===== src/hw/rtl/mic_sfp_pkg.sv =====
// ----------------------------------------------------------------------------
// mic_sfp_pkg
// Shared types and constants of the serial frame parser.
// ----------------------------------------------------------------------------
package mic_sfp_pkg;

  localparam int MAX_FRAME_DEF = 1024;

  localparam int BYTE_W    = 8;
  localparam int ID_W      = 16;
  localparam int LEN_W     = 16;
  localparam int PLEN_W    = 10;
  localparam int KIND_W    = 2;
  localparam int CFG_IDX_W = 1;
  localparam int CFG_W     = 8;
  localparam int TOT_W     = 17;

  localparam int HDR_BYTES = 7;

  localparam logic [BYTE_W-1:0] WAKE_TYPE      = 8'h04;
  localparam logic [BYTE_W-1:0] HEADER_RST     = 8'd165;
  localparam logic [BYTE_W-1:0] USER_ID_RST    = 8'd1;

  localparam logic [KIND_W-1:0] KIND_PAYLOAD = 2'd0;
  localparam logic [KIND_W-1:0] KIND_GOOD    = 2'd1;
  localparam logic [KIND_W-1:0] KIND_BAD     = 2'd2;
  localparam logic [KIND_W-1:0] KIND_DROP    = 2'd3;

  localparam logic [CFG_IDX_W-1:0] REG_HEADER  = 1'b0;
  localparam logic [CFG_IDX_W-1:0] REG_USER_ID = 1'b1;

  localparam logic [2:0] POS_TYPE   = 3'd2;
  localparam logic [2:0] POS_LEN_LO = 3'd3;
  localparam logic [2:0] POS_LEN_HI = 3'd4;
  localparam logic [2:0] POS_ID_LO  = 3'd5;
  localparam logic [2:0] POS_ID_HI  = 3'd6;

  typedef struct packed {
    logic                 we;
    logic [CFG_IDX_W-1:0] idx;
    logic [CFG_W-1:0]     data;
  } cfg_wr_t;

  typedef struct packed {
    logic [KIND_W-1:0] kind;
    logic [BYTE_W-1:0] data_byte;
    logic [BYTE_W-1:0] msg_type;
    logic [ID_W-1:0]   msg_id;
    logic [PLEN_W-1:0] payload_len;
    logic              wake;
    logic              last;
  } res_t;

endpackage


===== src/hw/rtl/mic_sfp_in_if.sv =====
// ----------------------------------------------------------------------------
// mic_sfp_in_if
// Byte channel into the parser: valid, ready and one received byte.
// ----------------------------------------------------------------------------
interface mic_sfp_in_if;
  logic       valid;
  logic       ready;
  logic [7:0] rx_byte;

  modport source (output valid, output rx_byte, input ready);
  modport sink   (input valid, input rx_byte, output ready);
endinterface


===== src/hw/rtl/mic_sfp_out_if.sv =====
// ----------------------------------------------------------------------------
// mic_sfp_out_if
// Result channel out of the parser: valid, ready and one result.
// ----------------------------------------------------------------------------
interface mic_sfp_out_if;
  logic        valid;
  logic        ready;
  logic [1:0]  kind;
  logic [7:0]  data_byte;
  logic [7:0]  msg_type;
  logic [15:0] msg_id;
  logic [9:0]  payload_len;
  logic        wake;
  logic        last;

  modport source (output valid, output kind, output data_byte, output msg_type,
                  output msg_id, output payload_len, output wake, output last,
                  input ready);
  modport sink   (input valid, input kind, input data_byte, input msg_type,
                  input msg_id, input payload_len, input wake, input last,
                  output ready);
endinterface


===== src/hw/rtl/mic_sfp_core.sv =====
// ----------------------------------------------------------------------------
// mic_sfp_core
// Frame state, header capture, checksum and result build for one byte.
// ----------------------------------------------------------------------------
module mic_sfp_core
  import mic_sfp_pkg::*;
#(
  parameter int MAX_FRAME = MAX_FRAME_DEF
) (
  input  logic              clk,
  input  logic              rst_n,
  input  cfg_wr_t           cfg_wr,
  input  logic              byte_fire,
  input  logic [BYTE_W-1:0] rx_byte,
  output logic              res_valid,
  output res_t              res
);

  localparam int CNT_W = $clog2(MAX_FRAME + 1);

  logic [BYTE_W-1:0] header_r, user_id_r;
  logic [CNT_W-1:0]  count_r, count_nxt;
  logic [CNT_W-1:0]  total_r, total_nxt;
  logic [BYTE_W-1:0] type_r, type_nxt;
  logic [LEN_W-1:0]  length_r, length_nxt;
  logic [ID_W-1:0]   id_r, id_nxt;
  logic [BYTE_W-1:0] sum_r, sum_nxt;

  logic [TOT_W-1:0]  tot_calc;
  logic [BYTE_W-1:0] expect_sum;
  logic              good;

  always_ff @(posedge clk) begin
    if (!rst_n) begin
      header_r  <= HEADER_RST;
      user_id_r <= USER_ID_RST;
    end else if (cfg_wr.we) begin
      unique case (cfg_wr.idx)
        REG_HEADER:  header_r  <= cfg_wr.data;
        REG_USER_ID: user_id_r <= cfg_wr.data;
        default:     header_r  <= header_r;
      endcase
    end
  end

  always_comb begin
    count_nxt  = count_r;
    total_nxt  = total_r;
    type_nxt   = type_r;
    length_nxt = length_r;
    id_nxt     = id_r;
    sum_nxt    = sum_r;
    res_valid  = 1'b0;
    res.kind        = KIND_PAYLOAD;
    res.data_byte   = '0;
    res.payload_len = length_r[PLEN_W-1:0];
    res.wake        = 1'b0;
    res.last        = 1'b0;
    tot_calc   = '0;
    expect_sum = ~sum_r + 8'd1;
    good       = (rx_byte == expect_sum);

    if (byte_fire) begin
      priority if (count_r == '0) begin
        if (rx_byte == header_r) begin
          sum_nxt   = rx_byte;
          count_nxt = CNT_W'(1);
        end
      end else if (count_r == CNT_W'(1)) begin
        if (rx_byte == user_id_r) begin
          sum_nxt   = sum_r + rx_byte;
          count_nxt = CNT_W'(2);
        end else begin
          count_nxt = '0;
          total_nxt = '0;
          sum_nxt   = '0;
        end
      end else if (count_r < CNT_W'(HDR_BYTES)) begin
        unique case (count_r[2:0])
          POS_TYPE:   type_nxt   = rx_byte;
          POS_LEN_LO: length_nxt = {8'd0, rx_byte};
          POS_LEN_HI: length_nxt = {rx_byte, length_r[7:0]};
          POS_ID_LO:  id_nxt     = {8'd0, rx_byte};
          default:    id_nxt     = {rx_byte, id_r[7:0]};
        endcase
        sum_nxt   = sum_r + rx_byte;
        count_nxt = count_r + CNT_W'(1);
        if (count_r == CNT_W'(HDR_BYTES - 1)) begin
          tot_calc = {2'd0, length_nxt[14:0]} + TOT_W'(HDR_BYTES + 1);
          if (length_nxt[15] || (tot_calc > TOT_W'(MAX_FRAME))) begin
            res_valid       = 1'b1;
            res.kind        = KIND_DROP;
            res.payload_len = '0;
            res.last        = 1'b1;
            count_nxt       = '0;
            total_nxt       = '0;
            sum_nxt         = '0;
          end else begin
            total_nxt = tot_calc[CNT_W-1:0];
          end
        end
      end else if (({1'b0, count_r} + (CNT_W+1)'(1)) < {1'b0, total_r}) begin
        sum_nxt       = sum_r + rx_byte;
        count_nxt     = count_r + CNT_W'(1);
        res_valid     = 1'b1;
        res.data_byte = rx_byte;
      end else begin
        res_valid = 1'b1;
        res.kind  = good ? KIND_GOOD : KIND_BAD;
        res.wake  = good && (type_r == WAKE_TYPE);
        res.last  = 1'b1;
        count_nxt = '0;
        total_nxt = '0;
        sum_nxt   = '0;
      end
    end

    res.msg_type = type_nxt;
    res.msg_id   = id_nxt;
  end

  always_ff @(posedge clk) begin
    if (!rst_n) begin
      count_r  <= '0;
      total_r  <= '0;
      type_r   <= '0;
      length_r <= '0;
      id_r     <= '0;
      sum_r    <= '0;
    end else begin
      count_r  <= count_nxt;
      total_r  <= total_nxt;
      type_r   <= type_nxt;
      length_r <= length_nxt;
      id_r     <= id_nxt;
      sum_r    <= sum_nxt;
    end
  end

endmodule


===== src/hw/rtl/mic_sfp_obuf.sv =====
// ----------------------------------------------------------------------------
// mic_sfp_obuf
// Two-entry result buffer; decouples the parser from output back-pressure.
// ----------------------------------------------------------------------------
module mic_sfp_obuf
  import mic_sfp_pkg::*;
(
  input  logic         clk,
  input  logic         rst_n,
  input  logic         push,
  input  res_t         push_res,
  output logic         full,
  mic_sfp_out_if.source out_ch
);

  res_t       buf_r [2];
  logic       wr_ptr_r, rd_ptr_r;
  logic [1:0] count_r;
  logic       pop;
  res_t       head;

  assign pop  = out_ch.valid && out_ch.ready;
  assign full = (count_r == 2'd2);
  assign head = buf_r[rd_ptr_r];

  always_ff @(posedge clk) begin
    if (push) begin
      buf_r[wr_ptr_r] <= push_res;
    end
  end

  always_ff @(posedge clk) begin
    if (!rst_n) begin
      wr_ptr_r <= 1'b0;
      rd_ptr_r <= 1'b0;
      count_r  <= 2'd0;
    end else begin
      if (push) wr_ptr_r <= ~wr_ptr_r;
      if (pop)  rd_ptr_r <= ~rd_ptr_r;
      count_r <= count_r + {1'b0, push} - {1'b0, pop};
    end
  end

  assign out_ch.valid       = (count_r != 2'd0);
  assign out_ch.kind        = head.kind;
  assign out_ch.data_byte   = head.data_byte;
  assign out_ch.msg_type    = head.msg_type;
  assign out_ch.msg_id      = head.msg_id;
  assign out_ch.payload_len = head.payload_len;
  assign out_ch.wake        = head.wake;
  assign out_ch.last        = head.last;

endmodule


===== src/hw/rtl/mic_serial_frame_parser.sv =====
// ----------------------------------------------------------------------------
// mic_serial_frame_parser
// Serial frame parser: header and user id hunt, header capture, payload
// pass-through, checksum check, oversize drop and wake report.
// ----------------------------------------------------------------------------
// One received byte per transaction, one byte per cycle sustained while the
// output buffer is not full. A byte goes into an input register and is
// parsed from there once the output buffer has room. Its result, if any,
// lands in a two-entry output buffer at the next edge, and is shown once
// the results ahead of it have been taken. Input is stalled only while the
// input register holds a byte and the output buffer is full. Frames longer
// than MAX_FRAME bytes, or whose length has bit 15 set, end with a drop
// result on the seventh byte. Write header_byte (index 0) and user_id_byte
// (index 1) only when idle.
module mic_serial_frame_parser
  import mic_sfp_pkg::*;
#(
  parameter int MAX_FRAME = MAX_FRAME_DEF
) (
  input  logic                 clk,
  input  logic                 rst_n,
  input  logic                 cfg_we,
  input  logic [CFG_IDX_W-1:0] cfg_idx,
  input  logic [CFG_W-1:0]     cfg_wdata,
  mic_sfp_in_if.sink           in_ch,
  mic_sfp_out_if.source        out_ch
);

  logic              s1_valid_r;
  logic [BYTE_W-1:0] s1_byte_r;
  logic              s1_fire;
  logic              obuf_full;
  logic              res_valid;
  res_t              res;
  cfg_wr_t           cfg_wr;

  assign cfg_wr      = '{we: cfg_we, idx: cfg_idx, data: cfg_wdata};
  assign s1_fire     = s1_valid_r && !obuf_full;
  assign in_ch.ready = !s1_valid_r || !obuf_full;

  always_ff @(posedge clk) begin
    if (!rst_n) begin
      s1_valid_r <= 1'b0;
    end else if (in_ch.valid && in_ch.ready) begin
      s1_valid_r <= 1'b1;
    end else if (s1_fire) begin
      s1_valid_r <= 1'b0;
    end
  end

  always_ff @(posedge clk) begin
    if (in_ch.valid && in_ch.ready) begin
      s1_byte_r <= in_ch.rx_byte;
    end
  end

  mic_sfp_core #(
    .MAX_FRAME (MAX_FRAME)
  ) u_core (
    .clk       (clk),
    .rst_n     (rst_n),
    .cfg_wr    (cfg_wr),
    .byte_fire (s1_fire),
    .rx_byte   (s1_byte_r),
    .res_valid (res_valid),
    .res       (res)
  );

  mic_sfp_obuf u_obuf (
    .clk      (clk),
    .rst_n    (rst_n),
    .push     (res_valid),
    .push_res (res),
    .full     (obuf_full),
    .out_ch   (out_ch)
  );

endmodule


===== src/flat_wrapper.sv =====
// flat-port wrapper written by rule: the top's interface ports become plain ports
module mic_serial_frame_parser_flat import mic_sfp_pkg::*;
#(
  parameter int MAX_FRAME = MAX_FRAME_DEF
)
  (clk, rst_n, cfg_we, cfg_idx, cfg_wdata, in_ch_valid, in_ch_rx_byte, in_ch_ready, out_ch_valid, out_ch_kind, out_ch_data_byte, out_ch_msg_type, out_ch_msg_id, out_ch_payload_len, out_ch_wake, out_ch_last, out_ch_ready);
  mic_sfp_in_if in_ch_i ();
  mic_sfp_out_if out_ch_i ();
  input  logic clk;
  input  logic rst_n;
  input  logic cfg_we;
  input  logic [CFG_IDX_W-1:0] cfg_idx;
  input  logic [CFG_W-1:0] cfg_wdata;
  input wire logic [$bits(in_ch_i.valid)-1:0] in_ch_valid;
  input wire logic [$bits(in_ch_i.rx_byte)-1:0] in_ch_rx_byte;
  output wire logic [$bits(in_ch_i.ready)-1:0] in_ch_ready;
  output wire logic [$bits(out_ch_i.valid)-1:0] out_ch_valid;
  output wire logic [$bits(out_ch_i.kind)-1:0] out_ch_kind;
  output wire logic [$bits(out_ch_i.data_byte)-1:0] out_ch_data_byte;
  output wire logic [$bits(out_ch_i.msg_type)-1:0] out_ch_msg_type;
  output wire logic [$bits(out_ch_i.msg_id)-1:0] out_ch_msg_id;
  output wire logic [$bits(out_ch_i.payload_len)-1:0] out_ch_payload_len;
  output wire logic [$bits(out_ch_i.wake)-1:0] out_ch_wake;
  output wire logic [$bits(out_ch_i.last)-1:0] out_ch_last;
  input wire logic [$bits(out_ch_i.ready)-1:0] out_ch_ready;
  assign in_ch_i.valid = in_ch_valid;
  assign in_ch_i.rx_byte = in_ch_rx_byte;
  assign in_ch_ready = in_ch_i.ready;
  assign out_ch_valid = out_ch_i.valid;
  assign out_ch_kind = out_ch_i.kind;
  assign out_ch_data_byte = out_ch_i.data_byte;
  assign out_ch_msg_type = out_ch_i.msg_type;
  assign out_ch_msg_id = out_ch_i.msg_id;
  assign out_ch_payload_len = out_ch_i.payload_len;
  assign out_ch_wake = out_ch_i.wake;
  assign out_ch_last = out_ch_i.last;
  assign out_ch_i.ready = out_ch_ready;
  mic_serial_frame_parser #(.MAX_FRAME(MAX_FRAME)) u_core (.clk(clk), .rst_n(rst_n), .cfg_we(cfg_we), .cfg_idx(cfg_idx), .cfg_wdata(cfg_wdata), .in_ch(in_ch_i), .out_ch(out_ch_i));
endmodule

===== config.mk =====
export PLATFORM = sky130hd
export DESIGN_NAME = mic_serial_frame_parser_flat
export DESIGN_NICKNAME = d
export VERILOG_FILES = /design/src/hw/rtl/mic_sfp_pkg.sv /design/src/hw/rtl/mic_sfp_in_if.sv /design/src/hw/rtl/mic_sfp_out_if.sv /design/src/hw/rtl/mic_sfp_core.sv /design/src/hw/rtl/mic_sfp_obuf.sv /design/src/hw/rtl/mic_serial_frame_parser.sv /design/src/flat_wrapper.sv
export SDC_FILE = /design/constraint.sdc
export NUM_CORES = 1
export LEC_CHECK = 0
export ABC_AREA = 1
export BUFFER_PORTS_ARGS = -buffer_cell sky130_fd_sc_hd__buf_2
export CAP_MARGIN = 10
export CORE_UTILIZATION = 50
export CTS_BUF_LIST = sky130_fd_sc_hd__clkbuf_16
export DETAILED_ROUTE_END_ITERATION = 12
export PLACE_DENSITY = 0.72
export SLEW_MARGIN = 25
export SYNTH_ARGS = -nofsm -noshare
export SYNTH_HDL_FRONTEND = slang
export SYNTH_SLANG_ARGS = --single-unit

===== constraint.sdc =====
create_clock -name clk -period 7.5 [get_ports clk]
set_clock_uncertainty 0.15 [all_clocks]
set_input_delay 0.375 -clock clk [delete_from_list [all_inputs] [get_ports clk]]
set_output_delay 0.375 -clock clk [all_outputs]
set_load 0.005 [all_outputs]

After elaboration in Yosys (flattened, before gate mapping):

Memory sizes are Yosys's and may differ from the RTL's. A register that Yosys moved wholly into a read port is not among the register bits.
Index checks and enable logic that the tools add are counted.

* bits in registers: 99
* bits in writable memories: 92
* input bits: 22
* output and inout port bits: 48
* logic and storage cells: 130
* memories kept: 1

* add/subtract/negate cells: 7
* order comparisons: 3
* eq/ne operators: 15
* muxes and demuxes: 68
* bitwise operators: 6
* reduce and logical (&&, ||, !) cells: 17

Memory list
* u_core.u_obuf.buf_r: depth 2, bits a word 46, rd ports 1, clocked after Yosys merged registers in 1, wr ports 1, RTL line mic_sfp_obuf.sv:16 `res_t buf_r [2];`

Operators with widths (number)
* $mux W11: 13
* $mux W16: 8
* $mux W8: 15
* $pmux W16 S2: 2
* $mux W10: 6
* $mux W12: 3
* $eq A8 B8 Y1: 3
* $add A15 B4 Y16 const B: 1
* $gt A16 B11 Y1 const B: 1
* $mux W1: 14
* $mux W2: 7
* $add A11 B1 Y12 const B: 1
* $lt A12 B11 Y1: 1
* $add A11 B1 Y11 const B: 1
* $eq A11 B1 Y1 const B: 1
* $eq A11 B3 Y1 const B: 1
* $logic_not A11 Y1: 1
* $lt A11 B3 Y1 const B: 1
* $add A8 B1 Y8 const B: 1
* $add A8 B8 Y8: 1
* $eq A8 B3 Y1 const B: 1
* $not A8 Y8: 1
* $eq A3 B2 Y1 const B: 2
* $eq A3 B3 Y1 const B: 2
* other kinds (16): 28

Logic depth before layout (Yosys ltp):

Gate-level depths: netlist of the first run.

* depth in word-level cells: 17
* gate-level depth with buffers: 20
* depth with buffers taken out: 20

By module:

A second synthesis of the first run with hierarchy kept.

* cells, all modules: 1039
* area, all modules: 9507.9 sq um

By module, submodules not included
* mic_sfp_core: instances 1, cells each 844, area each 5452.7 sq um, sequential area each 1721.7 sq um
* mic_sfp_obuf: instances 1, cells each 179, area each 3759.9 sq um, sequential area each 2862.7 sq um
* mic_serial_frame_parser: instances 1, cells each 16, area each 295.3 sq um, sequential area each 260.2 sq um

Least setup slack after synthesis of the first run:

Ideal clock, no wire load.

* kind: reg2reg
* start: reg u_core.u_core.count_r[0]
* end: mem u_core.u_obuf.buf_r[1][0] (netlist name) (enable)
* library setup time: 451 ps
* arrival time: 3833 ps
* data required time: 6899 ps
* slack: 3066 ps
* cell stages (with the launch flop): 16
* path buffers: 1
* period minus slack after synthesis: 4434 ps
* cells stage by stage: dfxtp_1 ha_1 ha_1 clkbuf_1 nand2_1 inv_1 nand2_1 nand2_1 nand2_2 nor2_4 nand3_2 nand2_2 nand2_2 nand2_4 nand2_2 nor2_1

* longest elaborated chain between the ends: 17
* elaborated cells between the ends (all ways): 22
* classes of those cells: add/sub (1); order compare (2); eq/ne (4); mux (13); reduce/logical (2)

Ends and longest elaborated chain
* start, declared: RTL line mic_sfp_core.sv:22 `logic [CNT_W-1:0] count_r, count_nxt;`
* start signal, assigned: RTL line mic_sfp_core.sv:131 `count_r <= count_nxt;`
* $eq A3 B3 Y1 / $eq A3 B2 Y1 (equally long branches): RTL line mic_sfp_core.sv:79 `unique case (count_r[2:0])`
* $pmux W16 S2: RTL line mic_sfp_core.sv:79
* $mux W16: RTL line mic_sfp_core.sv:78 `end else if (count_r < CNT_W'(HDR_BYTES)) begin`
* $mux W16: RTL line mic_sfp_core.sv:69 `end else if (count_r == CNT_W'(1)) begin`
* $mux W16: RTL line mic_sfp_core.sv:64 `priority if (count_r == '0) begin`
* $mux W16: RTL line mic_sfp_core.sv:63 `if (byte_fire) begin`
* $add A15 B4 Y16: RTL line mic_sfp_core.sv:89 `tot_calc = {2'd0, length_nxt[14:0]} + TOT_W'(HDR_BYTES + 1);`
* $gt A16 B11 Y1: RTL line mic_sfp_core.sv:90 `if (length_nxt[15] || (tot_calc > TOT_W'(MAX_FRAME))) begin`
* $logic_or A1 B1 Y1: RTL line mic_sfp_core.sv:90
* $mux W1: RTL line mic_sfp_core.sv:90
* $mux W1: RTL line mic_sfp_core.sv:88 `if (count_r == CNT_W'(HDR_BYTES - 1)) begin`
* $mux W1: RTL line mic_sfp_core.sv:78
* $mux W1: RTL line mic_sfp_core.sv:69
* $mux W1 (*): RTL line mic_sfp_core.sv:64
* $mux W1 (*): RTL line mic_sfp_core.sv:63
* $mux W1 (*): RTL line mic_sfp_obuf.sv:27 `if (push) begin`
* $mux W1 (implied by the code) (*): RTL line mic_sfp_obuf.sv:28 `buf_r[wr_ptr_r] <= push_res;`
* end, declared: RTL line mic_sfp_obuf.sv:16

Every way passes the cells marked *; elsewhere a longest branch is shown, timed or not. The select of a mux whose other input is x is not followed.

Final worst setup path of the first run:

* start: reg u_core.u_core.count_r[0]
* end: reg u_core.u_core.total_r[7]

* longest elaborated chain between the ends: 13
* elaborated cells between the ends (all ways): 25
* classes of those cells: add/sub (2); order compare (3); eq/ne (7); mux (9); bitwise (1); reduce/logical (3)

Ends and longest elaborated chain
* $eq A3 B3 Y1 / $eq A3 B2 Y1 (equally long branches): RTL line mic_sfp_core.sv:79
* $pmux W16 S2: RTL line mic_sfp_core.sv:79
* $mux W16: RTL line mic_sfp_core.sv:78
* $mux W16: RTL line mic_sfp_core.sv:69
* $mux W16: RTL line mic_sfp_core.sv:64
* $mux W16: RTL line mic_sfp_core.sv:63
* $add A15 B4 Y16: RTL line mic_sfp_core.sv:89
* $gt A16 B11 Y1: RTL line mic_sfp_core.sv:90
* $logic_or A1 B1 Y1: RTL line mic_sfp_core.sv:90
* $mux W11: RTL line mic_sfp_core.sv:90
* $mux W11: RTL line mic_sfp_core.sv:88
* $mux W11: RTL line mic_sfp_core.sv:78
* $mux W11: RTL line mic_sfp_core.sv:69
* end signal, assigned: RTL line mic_sfp_core.sv:132 `total_r <= total_nxt;`
* end, declared: RTL line mic_sfp_core.sv:23 `logic [CNT_W-1:0] total_r, total_nxt;`

Parallel ways exist; a longest one is shown, timed or not. The select of a mux whose other input is x is not followed.
A chain may end at the register's enable or synchronous reset.

==> results of run 1 <==
sequential cells by signal (all words and copies together) (netlist names), named ones only:
register / flops
u_core.u_core.count_r: 11
u_core.u_obuf.count_r: 2
u_core.u_core.length_r: 16
u_core.u_core.user_id_r: 8
u_core.u_obuf.buf_r: 92
u_core.u_core.total_r: 11
u_core.u_core.id_r: 16
u_core.s1_byte_r: 8
u_core.u_obuf.wr_ptr_r: 1
u_core.u_core.type_r: 8
u_core.u_obuf.rd_ptr_r: 1
u_core.u_core.sum_r: 8
u_core.u_core.header_r: 8
u_core.s1_valid_r: 1
cell usage in the layout, fill, tap and decap left out, drive strengths merged:
master	synthesis	layout
nor4	6	6
dlygate4sd3	0	8
xor2	19	19
nor3b	2	2
o22ai	10	10
a31oi	9	9
o21a	3	3
edfxtp	100	100
a22oi	1	1
buf	11	75
dfxtp	92	92
clkinv	0	4
fa	1	1
bufinv	0	1
inv	129	137
o21ai	58	58
xnor2	13	13
nor3	21	21
nand4	10	10
a22o	1	1
ha	25	25
or2	9	9
nor2	106	106
nand2	168	168
a21oi	76	76
mux2	46	46
nand3	38	38
o211ai	3	3
clkinvlp	0	2
clkbuf	24	17
cell type report:
| cell class | instances | share of cell area [%] |
|---|---|---|
| flip-flops and latches | 192 | 46.6 |
| multi-input cells | 625 | 35.8 |
| inverters | 129 | 4.68 |
| repair buffers | 83 | 4.53 |
| clock buffers | 17 | 4.09 |
| well taps | 229 | 2.76 |
| clock inverters | 15 | 1.46 |
stage by stage:
stage / util (%) / instances
3_3_place_gp: 54.0 / 1250
5_1_grt: 57.6 / 1290
4_1_cts: 57.6 / 1290
2_1_floorplan: - / 981
3_5_place_dp: 54.0 / 1250
6_report: 57.6 / 1290
worst max-delay path by stage:
| stage | from | endpoint | slack (ns) | depth (start not counted) |
|---|---|---|---|---|
| 2_1_floorplan | u_core.u_core.count_r[0] | u_core.u_obuf.buf_r[1][0] | 3.07 | 15 |
| 3_3_place_gp | u_core.u_core.count_r[2] | u_core.u_core.total_r[8] | 4.08 | 14 |
| 3_5_place_dp | u_core.u_core.count_r[0] | u_core.u_core.total_r[0] | 3.92 | 17 |
| 4_1_cts | u_core.u_core.count_r[0] | u_core.u_core.total_r[7] | 3.87 | 16 |
| 5_1_grt | u_core.u_core.count_r[0] | u_core.u_core.total_r[10] | 3.41 | 16 |
| 6_report | u_core.u_core.count_r[0] | u_core.u_core.total_r[7] | 3.83 | 16 |
worst max-delay path, stage by stage (launching register included):
cell      delay [ns]
dfxtp_1         0.43
ha_1            0.32
nand3_1         0.15
nor2_1          0.16
nand4_1         0.14
nor3_1          0.22
xor2_1          0.16
inv_1           0.07
ha_1            0.29
inv_1           0.04
o211ai_1        0.19
nor2_2          0.08
nand3_2         0.21
nand4_1         0.41
inv_2           0.32
o21ai_0         0.10
nor2_1          0.13
power groups by stage:
| stage | clock [µW] | sequential [µW] | combinational [µW] |
|---|---|---|---|
| global route | 937 | 1130 | 212 |
| detailed placement | 0 | 1150 | 186 |
| CTS | 898 | 1130 | 191 |
| finish | 888 | 1130 | 190 |
| global placement | 0 | 1150 | 185 |
| floorplan | 0 | 1140 | 130 |
layer usage:
layer | GRT usage, % | up-vias
li1 | - | 3410
met1 | 30.4 | 3191
met2 | 36.4 | 175
met3 | 4.45 | 16
met4 | 6.72 | 0
met5 | 0 | -
cells in the mapped netlist (4+ instances only):
master / count
nand2_1: 144
inv_1: 123
edfxtp_1: 100
nor2_1: 99
dfxtp_1: 92
a21oi_1: 65
o21ai_0: 50
mux2_2: 46
nand3_1: 33
ha_1: 25
clkbuf_1: 24
nor3_1: 19
xor2_1: 19
nand2_2: 17
xnor2_1: 13
a21oi_2: 11
nand4_1: 10
o22ai_1: 10
a31oi_1: 9
buf_2: 7
o21ai_1: 7
nand2_4: 6
nor4_1: 6
or2_1: 6
inv_2: 5
nand3_2: 5
nor2_4: 4
logic make-up (layout without fill, tap and decap cells):
family	count (synthesis)	in the layout	synth area share [%]
AOI/OAI and AO/OA	161	161	9.79
adders and majority gates	26	26	3.62
DFF	192	192	52.6
xor gates and xnor gates	32	32	3.05
buffers and inverters	164	244	7.06
muxes	46	46	5.63
and+or+nand+nor	360	360	18.2
==> flow_metrics.py, run 1 <==
metrics = {
    "run_status": {
        "outcome": "completed",
    },
    "floorplan": {
        "area_enclosed_by_the_die_boundary_um2": 19000,
        "design.core.area_um2": 18000,
        "boundaryPins": 70,
        "floorplan_die_height_um": 138,
        "fp-row-count": 49,
        "initial_core_util_pct": 51.1,
        "fp.dieW_um": 138,
    },
    "route": {
        "wire_per_inst_um": 15.6,
        "drt_iter0_markers": 476,
        "route.final.wire_length_mm": 20.2,
        "drc_errors": 0,
        "detailroute.wirelength.met2_mm": 9.32,
        "top_layer_used": "met4",
        "dr_total_vias": 6792,
        "detail_route.first_pass.iterations": 5,
        "drt.antenna.violating_nets": 0,
        "met3RoutedLength_mm": 1.02,
        "post_drt_via_cell_ratio": 5.27,
        "met1_wire_length_mm": 9.54,
    },
    "clock_network": {
        "cts.hold.buffers_added": 8,
        "postCtsSetupRepairBufs": 0,
        "cts_tree": "done",
        "clk_root_buffer_cell": "clkbuf_16",
        "clkSlewWorstSetupHoldPaths_ns": 0.07,
        "cts_sinks": 192,
        "postCtsResizedCells": 0,
        "cts_buffers": 17,
        "clock_path_buffers": 2,
        "htree_levels": 4,
        "insertion_delay_to_the_later_sink_of_the_worst_skew_pair_ns": 0.43,
    },
    "flow_run": {
        "drv_cap": 0,
    },
    "critical_path": {
        "signal_arrival_time_at_the_worst_endpoint_ns": 3.88,
        "r2r-start": "u_core.u_core.count_r[0]",
        "reg2regPathDepth": 16,
        "start_kind": "register",
        "required_ns": 7.71,
        "end_kind": "register",
        "critPathKind": "reg2reg",
        "critical_path_peak_fanout": 12,
        "setup.reg_to_reg.worst_slack_ns": 3.83,
        "critical_path.reg2reg.endpoint": "u_core.u_core.total_r[7]",
    },
    "global_route": {
        "first_global_vias": 6422,
        "grt_pass1_wl_mm": 32.5,
        "grt_remaining_overflow": 0,
        "pin_count_of_the_biggest_net_entering_global_routing": 54,
        "grt_antenna_before_repair": 0,
        "globalRouteTotalUtil_pct": 22.5,
    },
    "place": {
        "place_congestion": 0.903,
        "hpwl_after_dpl_mm": 13.7,
        "dpl_cell_area_um2": 9730,
        "io_buffers": 69,
        "dp_worst_setup_slack_ns": 3.92,
    },
    "finish": {
        "insertedDiodeCount": 0,
        "finish.instance_area_um2": 10400,
        "final_net_count": 1096,
        "ff_latch_area_um2": 4850,
        "nFillCells": 1575,
        "flow.area_growth_from_synthesis_pct": 12.9,
        "multi_input_comb_area_um2": 3720,
        "share_of_cells_above_drive_strength_1_pct": 20.2,
    },
    "synth": {
        "seq_area_frac_synth_pct": 52.6,
        "yosys_register_bits": 192,
        "synth_top_area_share_pct": 32.6,
        "ys_dominant_reg_cell": "edfxtp_1",
        "yosys-top-cells-area": "edfxtp_1 33%, dfxtp_1 20%, nand2_1 5.9%",
        "synth.avg_cell_area_um2": 9.38,
        "post-synth-top-area-cell": "edfxtp_1",
        "net_count_synth": 1029,
        "syn_area_um2": 9200,
        "synth.lib_cells_used.distinct": 42,
        "synth_cells": 981,
        "async_reset_ff_share_pct": 0,
        "yosysWarnings": 0,
        "synth-edff-count": 100,
    },
    "power": {
        "p_per_area_nw_per_um2": 213,
        "fraction_of_power_consumed_by_combinational_cells_pct": 8.6,
        "worst_voltage_drop_across_the_vdd_grid_uv": 167,
        "power_switching_share_pct": 24.4,
        "share_of_power_burned_in_the_clock_network_pct": 40.2,
        "leakage_uw": 0.00433,
        "internal_power_uw": 1670,
        "power_switching_uw": 538,
        "report.power.total_uw": 2210,
        "sequentialPowerShare_pct": 51.2,
    },
    "sta": {
        "fraction_of_the_cycle_the_final_worst_path_needs_pct": 48.9,
        "rsz0062_at_grt": "no",
        "final.setup.tns_ns": 0,
        "hold_viol": 0,
        "finalSetupViolCount": 0,
        "slew-limit-headroom_pct": 41.1,
        "finalMaxSlewViolations": 0,
        "hold-worst-slack_ns": 0.0147,
        "fin_ws_ns": 3.83,
        "worstMarginPinSlew_ns": 0.884,
        "fmax_ghz": 0.273,
        "layout_min_cycle_time_ns": 3.67,
    },
    "hold_path": {
        "whs_endpoint": "u_core.u_core.user_id_r[0]",
        "min_delay_path_class": "in2reg",
        "min-delay-start": "cfg_wdata[0]",
        "timing.hold.worst_path_depth": 3,
    },
}
Power figures use the tool's default switching activity.
==> inputs of run 2 (changes only) <==
- PLACE_DENSITY: 0.72 -> 0.75
- clock period: 7.5 -> 3.1 ns (I/O delays scaled with it)
==> run 2 against run 1 <==
Effect of this change: die area unchanged; fmax up 23%; final area increased by 5.0%; count of clock-buffer cells in the layout is the same; register-to-register slack got worse by 3.7 ns; utilization up 2.9 points; power rose by 140%; sequential power increased by 140%; worst setup slack worse by 3.7 ns; final cell count increased by 3.3%; hold slack improved by 0.0016 ns; clock power increased by 140%.
==> flow_metrics.py, run 2 (synthesis results as in run 1) <==
metrics = {
    "run_status": {
        "outcome": "completed",
    },
    "clock_network": {
        "cts_sinks": 192,
        "htree_levels": 4,
        "clock_path_buffers": 2,
        "clk_root_buffer_cell": "clkbuf_16",
        "clkSlewWorstSetupHoldPaths_ns": 0.07,
        "cts_buffers": 17,
        "cts_tree": "done",
        "insertion_delay_to_the_later_sink_of_the_worst_skew_pair_ns": 0.44,
    },
    "finish": {
        "share_of_cells_above_drive_strength_1_pct": 24.3,
        "nFillCells": 1485,
        "ff_latch_area_um2": 4860,
        "top_register": "u_core.u_obuf.buf_r",
        "biggest_regs": "u_core.u_obuf.buf_r (92), u_core.u_core.id_r (16), u_core.u_core.length_r (16)",
        "insertedDiodeCount": 0,
        "stdcell_count": 1333,
        "layout.cells.most_common": "nand2_1",
        "final_util_pct": 60.5,
        "largest_register_ff_count": 92,
        "flow.area_growth_from_synthesis_pct": 18.5,
        "layout_common_cells": "141 x nand2_1, 121 x inv_1, 100 x edfxtp_1",
        "final_net_count": 1139,
        "multi_input_comb_area_um2": 3860,
    },
    "global_route": {
        "pin_count_of_the_biggest_net_entering_global_routing": 53,
        "grt_antenna_before_repair": 0,
        "grt_remaining_overflow": 0,
        "grt_pass1_wl_mm": 33.4,
        "globalRouteTotalUtil_pct": 23.5,
        "first_global_vias": 6711,
    },
    "place": {
        "place_congestion": 0.908,
        "dpl.cell_count": 1274,
        "hpwl_after_dpl_mm": 14.9,
        "io_buffers": 69,
    },
    "critical_path": {
        "critical_path_peak_fanout": 14,
        "required_ns": 3.32,
        "signal_arrival_time_at_the_worst_endpoint_ns": 3.20,
        "start_kind": "register",
        "r2r-start": "u_core.u_core.count_r[0]",
        "end_kind": "register",
        "critPathKind": "reg2reg",
        "worst_setup_path_startpoint": "u_core.u_core.count_r[0]",
    },
    "floorplan": {
        "fp.dieW_um": 138,
        "area_enclosed_by_the_die_boundary_um2": 19000,
        "fp-row-count": 49,
        "floorplan_die_height_um": 138,
        "design.core.area_um2": 18000,
        "initial_core_util_pct": 51.1,
        "boundaryPins": 70,
    },
    "sta": {
        "finalSetupViolCount": 0,
        "hold_viol": 0,
        "worstMarginPinSlew_ns": 0.709,
        "layout_min_cycle_time_ns": 2.98,
        "fmax_ghz": 0.336,
        "rsz0062_at_grt": "yes",
        "slew-limit-headroom_pct": 52.7,
        "finalMaxSlewViolations": 0,
        "fraction_of_the_cycle_the_final_worst_path_needs_pct": 96.1,
    },
    "power": {
        "worst_voltage_drop_across_the_vdd_grid_uv": 385,
        "p_per_area_nw_per_um2": 488,
        "leakage_uw": 0.00454,
    },
    "route": {
        "post_drt_via_cell_ratio": 5.37,
        "detail_route.first_pass.iterations": 6,
        "route.final.wire_length_mm": 21.2,
        "dr_total_vias": 7155,
        "wire_per_inst_um": 15.9,
        "drc_errors": 0,
        "drt.antenna.violating_nets": 0,
        "drt_iter0_markers": 505,
    },
    "hold_path": {
        "min_delay_path_class": "in2reg",
        "min-delay-start": "cfg_idx",
    },
    "flow_run": {
        "drv_cap": 0,
    },
}
run 2: final timing paths:
check,to,slack [ns],depth (start not counted)
min reg2reg,register,0.30,1
max reg2reg,u_core.u_obuf.count_r[1],0.12,19
min,u_core.u_core.header_r[0],0.02,3
max,u_core.u_obuf.count_r[1],0.12,19
run 2: power by group:
part           internal (µW)  switching, µW  total (µW)  leakage (µW)
Combinational            245            227         472       0.00260
Sequential              2690           69.4        2750       0.00166
Clock                   1120            979        2100      0.000275
Total                   4050           1280        5320       0.00454
run 2: metrics by stage:
| stage | instance area, µm² | setup TNS (ns) | power, µW | worst slack [ns] | hold WS (ns) |
|---|---|---|---|---|---|
| after floorplan | 9220 | 0 | 3070 | 0.0260 | 0.104 |
| after global placement | 9940 | 0 | 3260 | 0.106 | 0.182 |
| after detailed placement | 9940 | -0.0408 | 3260 | -0.0182 | 0.183 |
| after CTS | 10700 | 0 | 5350 | 0.0325 | 0.00159 |
| after global routing | 10900 | -0.113 | 5500 | -0.0746 | 0.0631 |
| final | 10900 | 0 | 5320 | 0.121 | 0.0163 |
run 2: critical path: stages (launching register included):
cell and delay [ns]:
dfxtp_4 0.37, inv_2 0.11, ha_2 0.22, nand2_4 0.12, nand2_8 0.14, nand2_1 0.09, nand2_2 0.10, nand2_2 0.08
nor2_4 0.13, nand3_2 0.13, nand2_2 0.09, nand2_2 0.06, nand2_4 0.11, nand2_2 0.09, ha_1 0.31, inv_1 0.06
ha_1 0.15, xor2_1 0.18, o21ai_0 0.09, a21oi_1 0.13
run 2: cell type report:
class	instances	share of cell area, %
multi-input cells	626	35.4
clock inverters	15	1.22
repair buffers	125	7.89
inverters	129	4.49
flip-flops and latches	192	44.5
well taps	229	2.63
clock buffers	17	3.90
run 2: repair_timing:
action,in CTS,in global routing
pin swaps,0,7
endpoints found under the setup margin,14,139
buffers inserted,0,4
resized for setup,6,28
gates cloned,0,2
hold buffers,21,0
hold endpoints to repair,28,0
run 2: metal layers:
layer  global-route usage, %  routed length [µm]  up-vias
met5                       0                   0        -
met4                    9.04                 485        0
met3                    4.75                1450       42
met2                    38.8                9970      254
met1                    30.3                9250     3362
li1                        -                   -     3497
